### config.mk
export PLATFORM = sky130hd
export DESIGN_NAME = double_buffered_nibble_framebuffer
export DESIGN_NICKNAME = d
export VERILOG_FILES = /design/src/rtl/dbnfb_pkg.sv /design/src/rtl/double_buffered_nibble_framebuffer.sv /design/src/rtl/dbnfb_ram.sv /design/src/rtl/dbnfb_seq.sv /design/src/rtl/dbnfb_dp.sv
export SDC_FILE = /design/constraint.sdc
export NUM_CORES = 2
export LEC_CHECK = 0
export BUFFER_PORTS_ARGS = -buffer_cell sky130_fd_sc_hd__buf_4
export CORE_UTILIZATION = 55
export DETAILED_ROUTE_END_ITERATION = 8
export PLACE_DENSITY_LB_ADDON = 0.15
export SETUP_SLACK_MARGIN = 0.15
export SKIP_CTS_REPAIR_TIMING = 1
export SLEW_MARGIN = 20
export SYNTH_ARGS = -nofsm -noshare
export SYNTH_HDL_FRONTEND = slang
export SYNTH_SLANG_ARGS = --single-unit
### constraint.sdc
create_clock -name clk -period 12.5 [get_ports clk]
set_clock_uncertainty 0.15 [all_clocks]
set_input_delay 1.875 -clock clk [delete_from_list [all_inputs] [get_ports clk]]
set_output_delay 1.875 -clock clk [all_outputs]
set_load 0.005 [all_outputs]
### src/rtl/dbnfb_pkg.sv
// Package: geometry constants, beat types, microcode word and control ROM.
`timescale 1ns / 1ps
`default_nettype none

package dbnfb_pkg;

    localparam int ROW_BYTES = 12;
    localparam int ROWS      = 7;
    localparam int COLS      = 2 * ROW_BYTES;
    localparam int BUF_BYTES = ROW_BYTES * ROWS;
    localparam int STORE_BYTES = 2 * BUF_BYTES;
    localparam int ADDR_W    = $clog2(STORE_BYTES);
    localparam int CB_W      = 4;     // byte column taken from x_pos[4:1]

    typedef enum logic [2:0] {
        OP_PUT        = 3'd0,
        OP_GET        = 3'd1,
        OP_FILL       = 3'd2,
        OP_SWAP       = 3'd3,
        OP_READ_SHOWN = 3'd4
    } op_t;

    typedef struct packed {
        logic [2:0] op;
        logic [4:0] x_pos;
        logic [2:0] y_pos;
        logic [4:0] rect_width;
        logic [2:0] rect_height;
        logic [3:0] color;
    } cmd_t;

    typedef struct packed {
        logic [3:0] pixel_value;
        logic       front_buffer;
        logic       out_of_range;
    } result_t;

    typedef enum logic [3:0] {
        S_IDLE,
        S_PUT_RD,
        S_PUT_WR,
        S_GET_RD,
        S_GET_CAP,
        S_FILL_INIT,
        S_FILL_RD,
        S_FILL_WR,
        S_SWAP,
        S_CLR,
        S_INIT_CLR,
        S_DONE
    } step_t;

    typedef enum logic [2:0] {
        COND_NONE,
        COND_START,
        COND_OFF_PIX,
        COND_FILL_SKIP,
        COND_FILL_LAST,
        COND_CLR_LAST
    } cond_t;

    typedef enum logic [2:0] {
        ACT_NONE,
        ACT_OFFCHK,
        ACT_CAPTURE,
        ACT_FILL_INIT,
        ACT_FILL_ADV,
        ACT_SWAP,
        ACT_CLR_ADV
    } act_t;

    typedef enum logic [1:0] {
        WD_ZERO,
        WD_PIX,
        WD_FILL
    } wd_t;

    typedef enum logic [1:0] {
        ADDR_PIX,
        ADDR_FILL,
        ADDR_LIN
    } asel_t;

    typedef struct packed {
        logic  idle;
        logic  strobe;
        logic  rd;
        logic  wr;
        wd_t   wd;
        asel_t asel;
        act_t  act;
        cond_t cond;
        step_t nxt;
        step_t jmp;
    } ctrl_t;

    typedef struct packed {
        logic off_pix;
        logic fill_skip;
        logic fill_last;
        logic clr_last;
    } status_t;

    function automatic ctrl_t ctrl_rom(input step_t s);
        ctrl_t w;
        w = '{idle: 1'b0, strobe: 1'b0, rd: 1'b0, wr: 1'b0, wd: WD_ZERO,
              asel: ADDR_PIX, act: ACT_NONE, cond: COND_NONE,
              nxt: S_IDLE, jmp: S_IDLE};
        case (s)
            S_IDLE:
            begin
                w.idle = 1'b1;
                w.cond = COND_START;
            end
            S_PUT_RD:
            begin
                w.rd   = 1'b1;
                w.act  = ACT_OFFCHK;
                w.cond = COND_OFF_PIX;
                w.nxt  = S_PUT_WR;
                w.jmp  = S_DONE;
            end
            S_PUT_WR:
            begin
                w.wr  = 1'b1;
                w.wd  = WD_PIX;
                w.nxt = S_DONE;
            end
            S_GET_RD:
            begin
                w.rd   = 1'b1;
                w.act  = ACT_OFFCHK;
                w.cond = COND_OFF_PIX;
                w.nxt  = S_GET_CAP;
                w.jmp  = S_DONE;
            end
            S_GET_CAP:
            begin
                w.act = ACT_CAPTURE;
                w.nxt = S_DONE;
            end
            S_FILL_INIT:
            begin
                w.act  = ACT_FILL_INIT;
                w.cond = COND_FILL_SKIP;
                w.nxt  = S_FILL_RD;
                w.jmp  = S_DONE;
            end
            S_FILL_RD:
            begin
                w.rd   = 1'b1;
                w.asel = ADDR_FILL;
                w.nxt  = S_FILL_WR;
            end
            S_FILL_WR:
            begin
                w.wr   = 1'b1;
                w.wd   = WD_FILL;
                w.asel = ADDR_FILL;
                w.act  = ACT_FILL_ADV;
                w.cond = COND_FILL_LAST;
                w.nxt  = S_FILL_RD;
                w.jmp  = S_DONE;
            end
            S_SWAP:
            begin
                w.act = ACT_SWAP;
                w.nxt = S_CLR;
            end
            S_CLR:
            begin
                w.wr   = 1'b1;
                w.asel = ADDR_LIN;
                w.act  = ACT_CLR_ADV;
                w.cond = COND_CLR_LAST;
                w.nxt  = S_CLR;
                w.jmp  = S_DONE;
            end
            S_INIT_CLR:
            begin
                w.wr   = 1'b1;
                w.asel = ADDR_LIN;
                w.act  = ACT_CLR_ADV;
                w.cond = COND_CLR_LAST;
                w.nxt  = S_INIT_CLR;
                w.jmp  = S_IDLE;
            end
            S_DONE:
            begin
                w.strobe = 1'b1;
                w.nxt    = S_IDLE;
            end
            default:
            begin
                w.idle = 1'b1;
                w.cond = COND_START;
            end
        endcase
        return w;
    endfunction

endpackage

`default_nettype wire

### src/rtl/double_buffered_nibble_framebuffer.sv
// Top level: double-buffered 24x7 framebuffer, 4 bits per pixel, microcoded.
// Accepted beat to done: put and get read the byte, then write or capture it
//   (off display they go straight to done); an unused op goes to done; fill
//   reads and writes each touched byte; swap clears the new back buffer.
// Reset: asynchronous, rst_n low; then a clearing pass holds busy high.
// Results cannot be stalled: done lasts one cycle. Beats are taken only in idle.
`timescale 1ns / 1ps
`default_nettype none

module double_buffered_nibble_framebuffer (
    input  wire logic               clk,
    input  wire logic               rst_n,
    input  wire logic               start,
    input  wire dbnfb_pkg::cmd_t    cmd,
    output logic                    busy,
    output logic                    done,
    output dbnfb_pkg::result_t      result
);
    import dbnfb_pkg::*;

    ctrl_t   ctrl;
    status_t status;
    logic    accept;

    // The sequencer idles in a single step; everything else counts as busy.
    assign busy   = ~ctrl.idle;
    assign accept = start & ctrl.idle;
    assign done   = ctrl.strobe;

    // Step counter and control ROM. The opcode is dispatched straight from the
    // command beat on the accepting edge.
    dbnfb_seq u_seq (
        .clk    (clk),
        .rst_n  (rst_n),
        .start  (start),
        .op     (cmd.op),
        .status (status),
        .ctrl   (ctrl)
    );

    // Operand registers, byte store and result registers. Put read-modifies-writes
    // the addressed byte, get reads it; fill walks bytes row by row with per-nibble
    // enables for the clipped edges; swap zeroes the new back buffer.
    dbnfb_dp u_dp (
        .clk    (clk),
        .rst_n  (rst_n),
        .load   (accept),
        .cmd    (cmd),
        .ctrl   (ctrl),
        .status (status),
        .result (result)
    );

endmodule

`default_nettype wire

### src/rtl/dbnfb_ram.sv
// Generic simple dual-port RAM with registered read.
`timescale 1ns / 1ps
`default_nettype none

module dbnfb_ram #(
    parameter int WIDTH = 8,
    parameter int DEPTH = 168
) (
    input  wire logic                     clk,
    input  wire logic                     we,
    input  wire logic [$clog2(DEPTH)-1:0] waddr,
    input  wire logic [WIDTH-1:0]         wdata,
    input  wire logic                     re,
    input  wire logic [$clog2(DEPTH)-1:0] raddr,
    output logic      [WIDTH-1:0]         rdata
);

    logic [WIDTH-1:0] mem [DEPTH];

    always_ff @(posedge clk)
    begin
        if (we)
        begin
            mem[waddr] <= wdata;
        end
        if (re)
        begin
            rdata <= mem[raddr];
        end
    end

endmodule

`default_nettype wire

### src/rtl/dbnfb_seq.sv
// Microcode sequencer: step counter, control ROM lookup and jump logic.
`timescale 1ns / 1ps
`default_nettype none

module dbnfb_seq (
    input  wire logic              clk,
    input  wire logic              rst_n,
    input  wire logic              start,
    input  wire logic [2:0]        op,
    input  wire dbnfb_pkg::status_t status,
    output dbnfb_pkg::ctrl_t       ctrl
);
    import dbnfb_pkg::*;

    step_t upc_reg;
    step_t upc_next;
    logic  cond_hit;
    step_t dispatch;

    always_ff @(posedge clk or negedge rst_n)
    begin
        if (!rst_n)
        begin
            upc_reg <= S_INIT_CLR;
        end
        else
        begin
            upc_reg <= upc_next;
        end
    end

    // Decode the opcode into the first step of its routine.
    always_comb
    begin
        case (op)
            OP_PUT:        dispatch = S_PUT_RD;
            OP_GET:        dispatch = S_GET_RD;
            OP_READ_SHOWN: dispatch = S_GET_RD;
            OP_FILL:       dispatch = S_FILL_INIT;
            OP_SWAP:       dispatch = S_SWAP;
            default:       dispatch = S_DONE;
        endcase
    end

    // Next step.
    always_comb
    begin
        case (ctrl.cond)
            COND_OFF_PIX:   cond_hit = status.off_pix;
            COND_FILL_SKIP: cond_hit = status.fill_skip;
            COND_FILL_LAST: cond_hit = status.fill_last;
            COND_CLR_LAST:  cond_hit = status.clr_last;
            default:        cond_hit = 1'b0;
        endcase
        if (ctrl.cond == COND_START)
        begin
            upc_next = start ? dispatch : upc_reg;
        end
        else
        begin
            upc_next = cond_hit ? ctrl.jmp : ctrl.nxt;
        end
    end

    // Control word for the current step.
    always_comb
    begin
        ctrl = ctrl_rom(upc_reg);
    end

endmodule

`default_nettype wire

### src/rtl/dbnfb_dp.sv
// Datapath: operand registers, address generation, read-modify-write, result.
`timescale 1ns / 1ps
`default_nettype none

module dbnfb_dp (
    input  wire logic               clk,
    input  wire logic               rst_n,
    input  wire logic               load,
    input  wire dbnfb_pkg::cmd_t    cmd,
    input  wire dbnfb_pkg::ctrl_t   ctrl,
    output dbnfb_pkg::status_t      status,
    output dbnfb_pkg::result_t      result
);
    import dbnfb_pkg::*;

    logic [2:0]        op_reg;
    logic [4:0]        x_reg;
    logic [2:0]        y_reg;
    logic [4:0]        w_reg;
    logic [2:0]        h_reg;
    logic [3:0]        color_reg;
    logic [3:0]        pix_reg, pix_next;
    logic              oor_reg, oor_next;
    logic              back_reg, back_next;
    logic              shown_reg, shown_next;
    logic [CB_W-1:0]   col_reg, col_next;
    logic [CB_W-1:0]   cbeg_reg, cbeg_next;
    logic [CB_W-1:0]   cend_reg, cend_next;
    logic [2:0]        row_reg, row_next;
    logic [2:0]        rlast_reg, rlast_next;
    logic [4:0]        xe_reg, xe_next;
    logic [ADDR_W-1:0] lin_reg, lin_next;
    logic [ADDR_W-1:0] lend_reg, lend_next;

    logic [5:0]        xe_full;
    logic [3:0]        ye_full;
    logic [4:0]        xe_clip;
    logic [2:0]        ye_clip;
    logic [4:0]        xe_m1;
    logic              pix_buf;
    logic              abuf;
    logic [2:0]        arow;
    logic [CB_W-1:0]   acol;
    logic [ADDR_W-1:0] addr;
    logic [4:0]        lo_col, hi_col;
    logic              lo_en, hi_en;
    logic [7:0]        rdata;
    logic [7:0]        wdata;
    logic [7:0]        or_mask;

    // Operand latch on the accepted beat; working registers update every clock.
    always_ff @(posedge clk)
    begin
        if (load)
        begin
            op_reg    <= cmd.op;
            x_reg     <= cmd.x_pos;
            y_reg     <= cmd.y_pos;
            w_reg     <= cmd.rect_width;
            h_reg     <= cmd.rect_height;
            color_reg <= cmd.color;
        end
        pix_reg   <= pix_next;
        oor_reg   <= oor_next;
        col_reg   <= col_next;
        cbeg_reg  <= cbeg_next;
        cend_reg  <= cend_next;
        row_reg   <= row_next;
        rlast_reg <= rlast_next;
        xe_reg    <= xe_next;
    end

    always_ff @(posedge clk or negedge rst_n)
    begin
        if (!rst_n)
        begin
            back_reg  <= 1'b0;
            shown_reg <= 1'b0;
            lin_reg   <= '0;
            lend_reg  <= ADDR_W'(STORE_BYTES - 1);
        end
        else
        begin
            back_reg  <= back_next;
            shown_reg <= shown_next;
            lin_reg   <= lin_next;
            lend_reg  <= lend_next;
        end
    end

    // Rectangle clipping.
    always_comb
    begin
        xe_full = {1'b0, x_reg} + {1'b0, w_reg};
        ye_full = {1'b0, y_reg} + {1'b0, h_reg};
        xe_clip = (xe_full > 6'(COLS)) ? 5'(COLS) : xe_full[4:0];
        ye_clip = (ye_full > 4'(ROWS)) ? 3'(ROWS) : ye_full[2:0];
        xe_m1   = xe_clip - 5'd1;
    end

    always_comb
    begin
        status.off_pix   = (x_reg >= 5'(COLS)) || (y_reg >= 3'(ROWS));
        status.fill_skip = (w_reg == '0) || (h_reg == '0) || status.off_pix;
        status.fill_last = (col_reg == cend_reg) && (row_reg == rlast_reg);
        status.clr_last  = (lin_reg == lend_reg);
    end

    // Address generation.
    always_comb
    begin
        pix_buf = (op_reg == OP_READ_SHOWN) ? shown_reg : back_reg;
        if (ctrl.asel == ADDR_FILL)
        begin
            abuf = back_reg;
            arow = row_reg;
            acol = col_reg;
        end
        else
        begin
            abuf = pix_buf;
            arow = y_reg;
            acol = x_reg[4:1];
        end
        if (ctrl.asel == ADDR_LIN)
        begin
            addr = lin_reg;
        end
        else
        begin
            addr = (abuf ? ADDR_W'(BUF_BYTES) : ADDR_W'(0))
                 + ADDR_W'(arow) * ADDR_W'(ROW_BYTES)
                 + ADDR_W'(acol);
        end
    end

    // Nibble enables for the byte being merged.
    always_comb
    begin
        lo_col = {col_reg, 1'b0};
        hi_col = {col_reg, 1'b1};
        case (ctrl.wd)
            WD_PIX:
            begin
                lo_en = ~x_reg[0];
                hi_en = x_reg[0];
            end
            WD_FILL:
            begin
                lo_en = (lo_col >= x_reg) && (lo_col < xe_reg);
                hi_en = (hi_col >= x_reg) && (hi_col < xe_reg);
            end
            default:
            begin
                lo_en = 1'b0;
                hi_en = 1'b0;
            end
        endcase
        or_mask = {hi_en ? color_reg : 4'd0, lo_en ? color_reg : 4'd0};
        wdata   = (ctrl.wd == WD_ZERO) ? 8'd0 : (rdata | or_mask);
    end

    dbnfb_ram #(
        .WIDTH (8),
        .DEPTH (STORE_BYTES)
    ) u_ram (
        .clk   (clk),
        .we    (ctrl.wr),
        .waddr (addr),
        .wdata (wdata),
        .re    (ctrl.rd),
        .raddr (addr),
        .rdata (rdata)
    );

    // Register updates per microcode action.
    always_comb
    begin
        pix_next   = pix_reg;
        oor_next   = oor_reg;
        back_next  = back_reg;
        shown_next = shown_reg;
        col_next   = col_reg;
        cbeg_next  = cbeg_reg;
        cend_next  = cend_reg;
        row_next   = row_reg;
        rlast_next = rlast_reg;
        xe_next    = xe_reg;
        lin_next   = lin_reg;
        lend_next  = lend_reg;
        if (load)
        begin
            pix_next = '0;
            oor_next = 1'b0;
        end
        case (ctrl.act)
            ACT_OFFCHK:
            begin
                oor_next = status.off_pix;
            end
            ACT_CAPTURE:
            begin
                pix_next = x_reg[0] ? rdata[7:4] : rdata[3:0];
            end
            ACT_FILL_INIT:
            begin
                oor_next   = (w_reg != '0) && (h_reg != '0)
                           && ((xe_full > 6'(COLS)) || (ye_full > 4'(ROWS)));
                col_next   = x_reg[4:1];
                cbeg_next  = x_reg[4:1];
                cend_next  = xe_m1[4:1];
                row_next   = y_reg;
                rlast_next = ye_clip - 3'd1;
                xe_next    = xe_clip;
            end
            ACT_FILL_ADV:
            begin
                if (col_reg == cend_reg)
                begin
                    col_next = cbeg_reg;
                    row_next = row_reg + 3'd1;
                end
                else
                begin
                    col_next = col_reg + CB_W'(1);
                end
            end
            ACT_SWAP:
            begin
                shown_next = back_reg;
                back_next  = ~back_reg;
                lin_next   = back_reg ? ADDR_W'(0) : ADDR_W'(BUF_BYTES);
                lend_next  = back_reg ? ADDR_W'(BUF_BYTES - 1)
                                      : ADDR_W'(STORE_BYTES - 1);
            end
            ACT_CLR_ADV:
            begin
                lin_next = lin_reg + ADDR_W'(1);
            end
            default:
            begin
                pix_next = pix_next;
            end
        endcase
    end

    always_comb
    begin
        result.pixel_value  = pix_reg;
        result.front_buffer = shown_reg;
        result.out_of_range = oor_reg;
    end

endmodule

`default_nettype wire

Word level (Yosys, flattened, before mapping)

Memories as Yosys holds them, arrays and structs flattened. A register that Yosys moved wholly into a read port is not among the register bits.
Index checks and enable logic that the tools add are counted.

Bits in read-only memories: 0
Latch bits: 0
Input bits: 26
Memory bits (writable): 1,344
Memories: 1
Register bits after elaboration: 73

Bitwise logic cells: 4
Muxes and demuxes: 42
Reductions and logical operators: 32
Shifts and indexed selects: 0
Magnitude comparators: 8
Eq/ne operators: 36
Div/mod/pow operators: 0
$mul: 1
Add/sub/neg operators: 9

Memories:

| memory         | words | width | read ports | clocked after Yosys merged registers in | wr ports | RTL line        | source |
|---|---|---|---|---|---|---|---|
| u_dp.u_ram.mem | 168   | 8     | 1          | 1                                       | 1        | dbnfb_ram.sv:18 | `logic [WIDTH-1:0] mem [DEPTH];` |

Operators with widths:

| operator            | count |
|---|---|
| $mux 4              | 11 |
| $pmux 4 s7          | 1 |
| $mux 8              | 3 |
| $eq 3x3->1 const B  | 7 |
| $eq 3x2->1 const B  | 6 |
| $pmux 3 s6          | 1 |
| $eq 4x3->1 const B  | 4 |
| $eq 4x4->1 const B  | 4 |
| $pmux 4 s4          | 1 |
| $pmux 8 s2          | 1 |
| $pmux 3 s5          | 1 |
| $mux 7              | 2 |
| $reduce_or 2->1     | 7 |
| $reduce_or 11->1    | 1 |
| $ge 5x5->1          | 2 |
| $lt 5x5->1          | 2 |
| $reduce_or 5->1     | 2 |
| $eq 3x1->1 const B  | 3 |
| $mux 1              | 9 |
| $mux 3              | 3 |
| $add 8x1->8 const B | 1 |
| $add 8x4->8         | 1 |
| $add 8x7->8         | 1 |
| $eq 4x2->1 const B  | 2 |
| other kinds (39)    | 56 |

Depth between registers and ports, before layout

Word-level depth: 9
Mapped depth: 20

Hierarchy

From an unflattened synthesis, not the netlist that was laid out.

Cell total of the unflattened synthesis: 2,904
Area, all modules: 57,465.1 sq um

Modules (own cells, without submodules):

| module                             | area an instance (sq um) | instances | cells each |
|---|---|---|---|
| dbnfb_ram                          | 52,967.0                 | 1         | 2,454 |
| dbnfb_dp                           | 3,852.4                  | 1         | 354 |
| dbnfb_seq                          | 635.6                    | 1         | 94 |
| double_buffered_nibble_framebuffer | 10.0                     | 1         | 2 |

Worst setup path after synthesis

Ideal clock, no wire load.

Path type: reg2reg
Start point: register u_seq.upc_reg[1]
End point: memory u_dp.u_ram.mem[0][0], data pin
Stages on the path, launching flop included: 9
Setup time: 0.980 ns
Data arrival time: 5.935 ns
Buffers on the path: 2
Path slack: 5.435 ns
Clock period less this slack: 7.065 ns
Cell sequence: dfstp_2 > clkbuf_1 > clkbuf_1 > nor2b_1 > nand2_1 > ha_1 > nor2b_1 > a21oi_1 > nor2_1

Cells in the longest elaborated chain, start to end: 7

RTL lines:

| what                                     | RTL line         | source |
|---|---|---|
| from (decl)                              | dbnfb_seq.sv:15  | `step_t upc_reg;` |
| from (signal assigned)                   | dbnfb_seq.sv:28  | `upc_reg <= upc_next;` |
| $eq 4x3->1 or $eq 4x2->1 (tied branches) | dbnfb_pkg.sv:109 | `case (s)` |
| $pmux 2 s2 *                             | dbnfb_pkg.sv:109 |  |
| $eq 2x2->1 or $eq 2x1->1 (tied branches) | dbnfb_dp.sv:142  | `case (ctrl.wd)` |
| $pmux 1 s2                               | dbnfb_dp.sv:142  |  |
| $mux 4                                   | dbnfb_dp.sv:159  | `or_mask = {hi_en ? color_reg : 4'd0, lo_en ? color_reg : 4'd0};` |
| $or 8x8->8                               | dbnfb_dp.sv:160  | `wdata = (ctrl.wd == WD_ZERO) ? 8'd0 : (rdata \| or_mask);` |
| $mux 8 *                                 | dbnfb_dp.sv:160  |  |
| via u_dp.u_ram.wdata[0]                  | dbnfb_ram.sv:12  | `input wire logic [WIDTH-1:0] wdata,` |
| to (decl)                                | dbnfb_ram.sv:18  |  |

Mark *: on every way through the listed nets, which the timed path passes. The rest lies on a longest branch.

Final worst setup path

Start point: register u_seq.upc_reg[1]
End point: register u_dp.u_ram.rdata[1] (read register of u_dp.u_ram.mem), data pin

Cells in the longest elaborated chain, start to end: 9

RTL lines:

| what                                     | RTL line                         | source |
|---|---|---|
| $eq 4x4->1 or $eq 4x3->1 (tied branches) | dbnfb_pkg.sv:109                 |  |
| $reduce_or 2->1 (no source line)         | -                                |  |
| $pmux 2 s2                               | dbnfb_pkg.sv:109                 |  |
| $eq 2x1->1                               | dbnfb_dp.sv:113                  | `if (ctrl.asel == ADDR_FILL)` |
| $mux 3 or $mux 1 (tied branches)         | dbnfb_dp.sv:113                  |  |
| $mul 3x2->5 or $mux 7 (tied branches)    | dbnfb_dp.sv:132, dbnfb_dp.sv:131 |  |
| $add 8x7->8                              | dbnfb_dp.sv:132                  | `+ ADDR_W'(arow) * ADDR_W'(ROW_BYTES)` |
| $add 8x4->8                              | dbnfb_dp.sv:133                  | `+ ADDR_W'(acol);` |
| $mux 8                                   | dbnfb_dp.sv:125                  | `if (ctrl.asel == ADDR_LIN)` |
| to (decl)                                | dbnfb_ram.sv:15                  | `output logic [WIDTH-1:0] rdata` |

Parallel ways exist; a longest one is shown, timed or not.
A chain may end at the register's enable or synchronous reset.

==> out/qor.yml <==
run_status:
  status: "complete, no violations"
finish:
  drive_gt1_frac: 0.103
  fill_cells: 7254
  synthToLayoutAreaGrowth_pct: 11.4
  fin_area_um2: 62400
  largest_reg_flops: 1344
  nets: 3726
worst_setup_path:
  arrival_ps: 7440
  crit_slowest_cell: "dfstp_2"
  path_max_fanout: 22
  crit_path_start_kind: "register"
  end_kind: "register"
  cpLargestDelayFamily: "compound AO/OA/AOI/OAI gates"
  required_ps: 12830
  cpPeakStageDelay_ps: 790
  cp_cell_sequence: "nand3b_1 -> mux2_2 -> ha_1 -> inv_1 -> fa_1 -> inv_1 -> ha_1 -> fa_1 -> xnor2_1 -> nor2_1 -> a31oi_2 -> a21oi_1 -> nor4_1 -> nand4_1 -> o21ai_0 -> nand4_1"
  crit_type: "reg2reg"
  worstPathBufferInverterCount: 2
grt:
  grt-ovfl-total: 0
  grt_pass1_vias: 34269
  grt_pass1_wl_mm: 255
  track_usage: 0.354
  antenna_found_initial: 10
  grt_max_degree: 169
yosys:
  synth_top_area_frac: 0.752
  yosysSeqAreaShare: 0.758
  syn_area_um2: 56000
  synth_area_leader_cell: "edfxtp_1"
  synth.most_common_cell: "edfxtp_1"
  postSynthAreaPerCell_um2: 15.4
  synthTopCellsByCount: "1403 x edfxtp_1, 330 x nand2_1, 282 x a22oi_1"
  ys_types: 76
  synth-async-reset-ratio: 0.0106
  yosysWarnings: 0
  synth_enable_flop_cells: 1403
  synth_area_leaders: "edfxtp_1 75%, a22oi_1 3.8%, nand2_1 2.2%"
  synth_flop_cell: "edfxtp_1"
  synth_cells: 3635
  ys_seq_elements: 1418
  synth_fp_nets: 3702
timing:
  tightest_slew_ps: 1360
  rsz0062_at_grt: "false"
  max_slew_margin: 0.0938
  fin_setup_tns_ps: 0
  fin_crit_sh: 0.568
  hold_ws_ps: 377
  final-hold-violation-count: 0
  period_needed_ps: 7100
  setup_ws_ps: 5400
  timing.fmax_mhz: 141
  setup_viol: 0
  slew_viol_final: 0
placed_design:
  dpl-instance-area_um2: 57900
  place.gp.congestion: 0.996
  portBuffers: 33
  hpwlAfterDp_mm: 112
  dpl_worst_slack_ps: 5570
worst_hold_path:
  worstHoldPathType: "reg2reg"
drt:
  drt_pass1_iterations: 9
  vias: 35932
  met1_length_mm: 67.8
  ant_nets: 0
  drt_iter0_drc: 5898
  route.met3.wl_mm: 25.3
  top_layer: "met5"
  via_per_inst: 7.01
  routed_wl_mm: 182
  drc_errors: 0
  wl_met2_mm: 79.3
  avgRoutedWirePerCell_um: 35.4
cts:
  cts_buffer_depth: 3
  path_clk_slew_ps: 70
  cts-root-buf: "clkbuf_16"
  cts_htree_levels: 4
  insertion_delay_ps: 770
  cts_buffers: 143
  cts_tree: "built"
  cts_sinks: 1418
floorplan:
  die_y_um: 321
  initial_core_util: 0.557
  die_x_um: 321
  fp.coreArea_um2: 101000
  rows: 116
  ios: 34
  die_area_um2: 103000
run:
  cap_violations: 0
cell families (layout without fill, tap and decap cells):
group | after synthesis | in the layout | synth area share
adder cells (fa/ha/maj) | 42 | 42 | 0.0100
flip-flops | 1418 | 1418 | 0.758
other | 0 | 2 | 0
XOR/XNOR | 25 | 25 | 0.00417
AND/OR/NAND/NOR | 774 | 774 | 0.0594
multiplexers | 105 | 105 | 0.0215
AO/OA/AOI/OAI | 1006 | 1006 | 0.126
buffers and inverters | 265 | 400 | 0.0202
worst register-to-register path, delay by kind of cell (launching register included):
family / cells / cell delay (ps)
xor+xnor: 1 / 510
simple gates: 5 / 1560
fa+ha+maj: 4 / 1470
mux: 1 / 440
compound gates: 3 / 1770
flops: 1 / 790
buf+inv: 2 / 110
path summary, 6_finish.rpt:
kind	start	end	slack [ps]	cells past startpoint
worst max register to register	u_seq.upc_reg[1]$_DFFE_PN1P_	u_dp.u_ram.rdata[1]$_DFFE_PP_	5400	16
max in group asynchronous	rst_n	u_dp.lend_reg[5]$_DFFE_PN1P_	11120	1
worst min register to register	u_dp.lend_reg[5]$_DFFE_PN1P_	u_dp.lend_reg[5]$_DFFE_PN1P_	380	2
worst max-delay path	u_seq.upc_reg[1]$_DFFE_PN1P_	u_dp.u_ram.rdata[1]$_DFFE_PP_	5400	16
worst min-delay path	u_dp.lend_reg[5]$_DFFE_PN1P_	u_dp.lend_reg[5]$_DFFE_PN1P_	380	2
min in group asynchronous	rst_n	u_seq.upc_reg[2]$_DFFE_PN0P_	820	1
per-layer routing:
metal | GRT usage | vias up
met4 | 0.155 | 12
met1 | 0.491 | 18101
met3 | 0.107 | 459
met2 | 0.518 | 2749
met5 | 0 | -
li1 | - | 14611
placed cells by master (no fill, tap or decap), types with 9 or more instances in the layout:
cell type	n
dfrtp_1	12
or4_1	10
xnor2_1	11
nand4_1	21
a22oi_1	282
o22ai_1	64
nand3_1	61
nor2b_1	18
a22o_1	76
and3_1	14
mux2i_1	82
clkbuf_1	26
bufinv_16	12
clkinv_1	28
a21oi_1	203
clkbuf_16	145
xor2_1	12
mux4_2	11
nor2_1	231
nand2b_1	10
nand2_1	326
nor3_1	12
o211ai_1	9
a31oi_1	25
o21ai_0	98
a221oi_1	72
buf_4	105
edfxtp_1	1403
nor2_4	10
mux2_2	11
a21o_1	12
inv_1	33
ha_1	36
nor4_1	28
a222oi_1	42
clkinv_2	21
a211oi_1	9
a32oi_1	13
layout make-up:
cell class	instances	area, um^2	area share
clock buffers	171	3730	0.0597
repair buffers	111	916	0.0147
flip-flops and latches	1418	42500	0.681
clock inverters	85	826	0.0132
well taps	1357	1700	0.0272
multi-input cells	1952	12600	0.202
inverters	33	124	0.00198
diodes	2	5.00	0.0000801
metrics by stage:
stage | instances | utilization
4_1_cts | 5126 | 0.620
6_report | 5129 | 0.621
2_1_floorplan | 3635 | -
3_3_place_gp | 4870 | 0.575
3_5_place_dp | 4870 | 0.575
5_1_grt | 5127 | 0.621
Power is left out: the tool's default activity adds up to more than one toggle a clock period on the data nets, which glitch-free logic cannot reach.
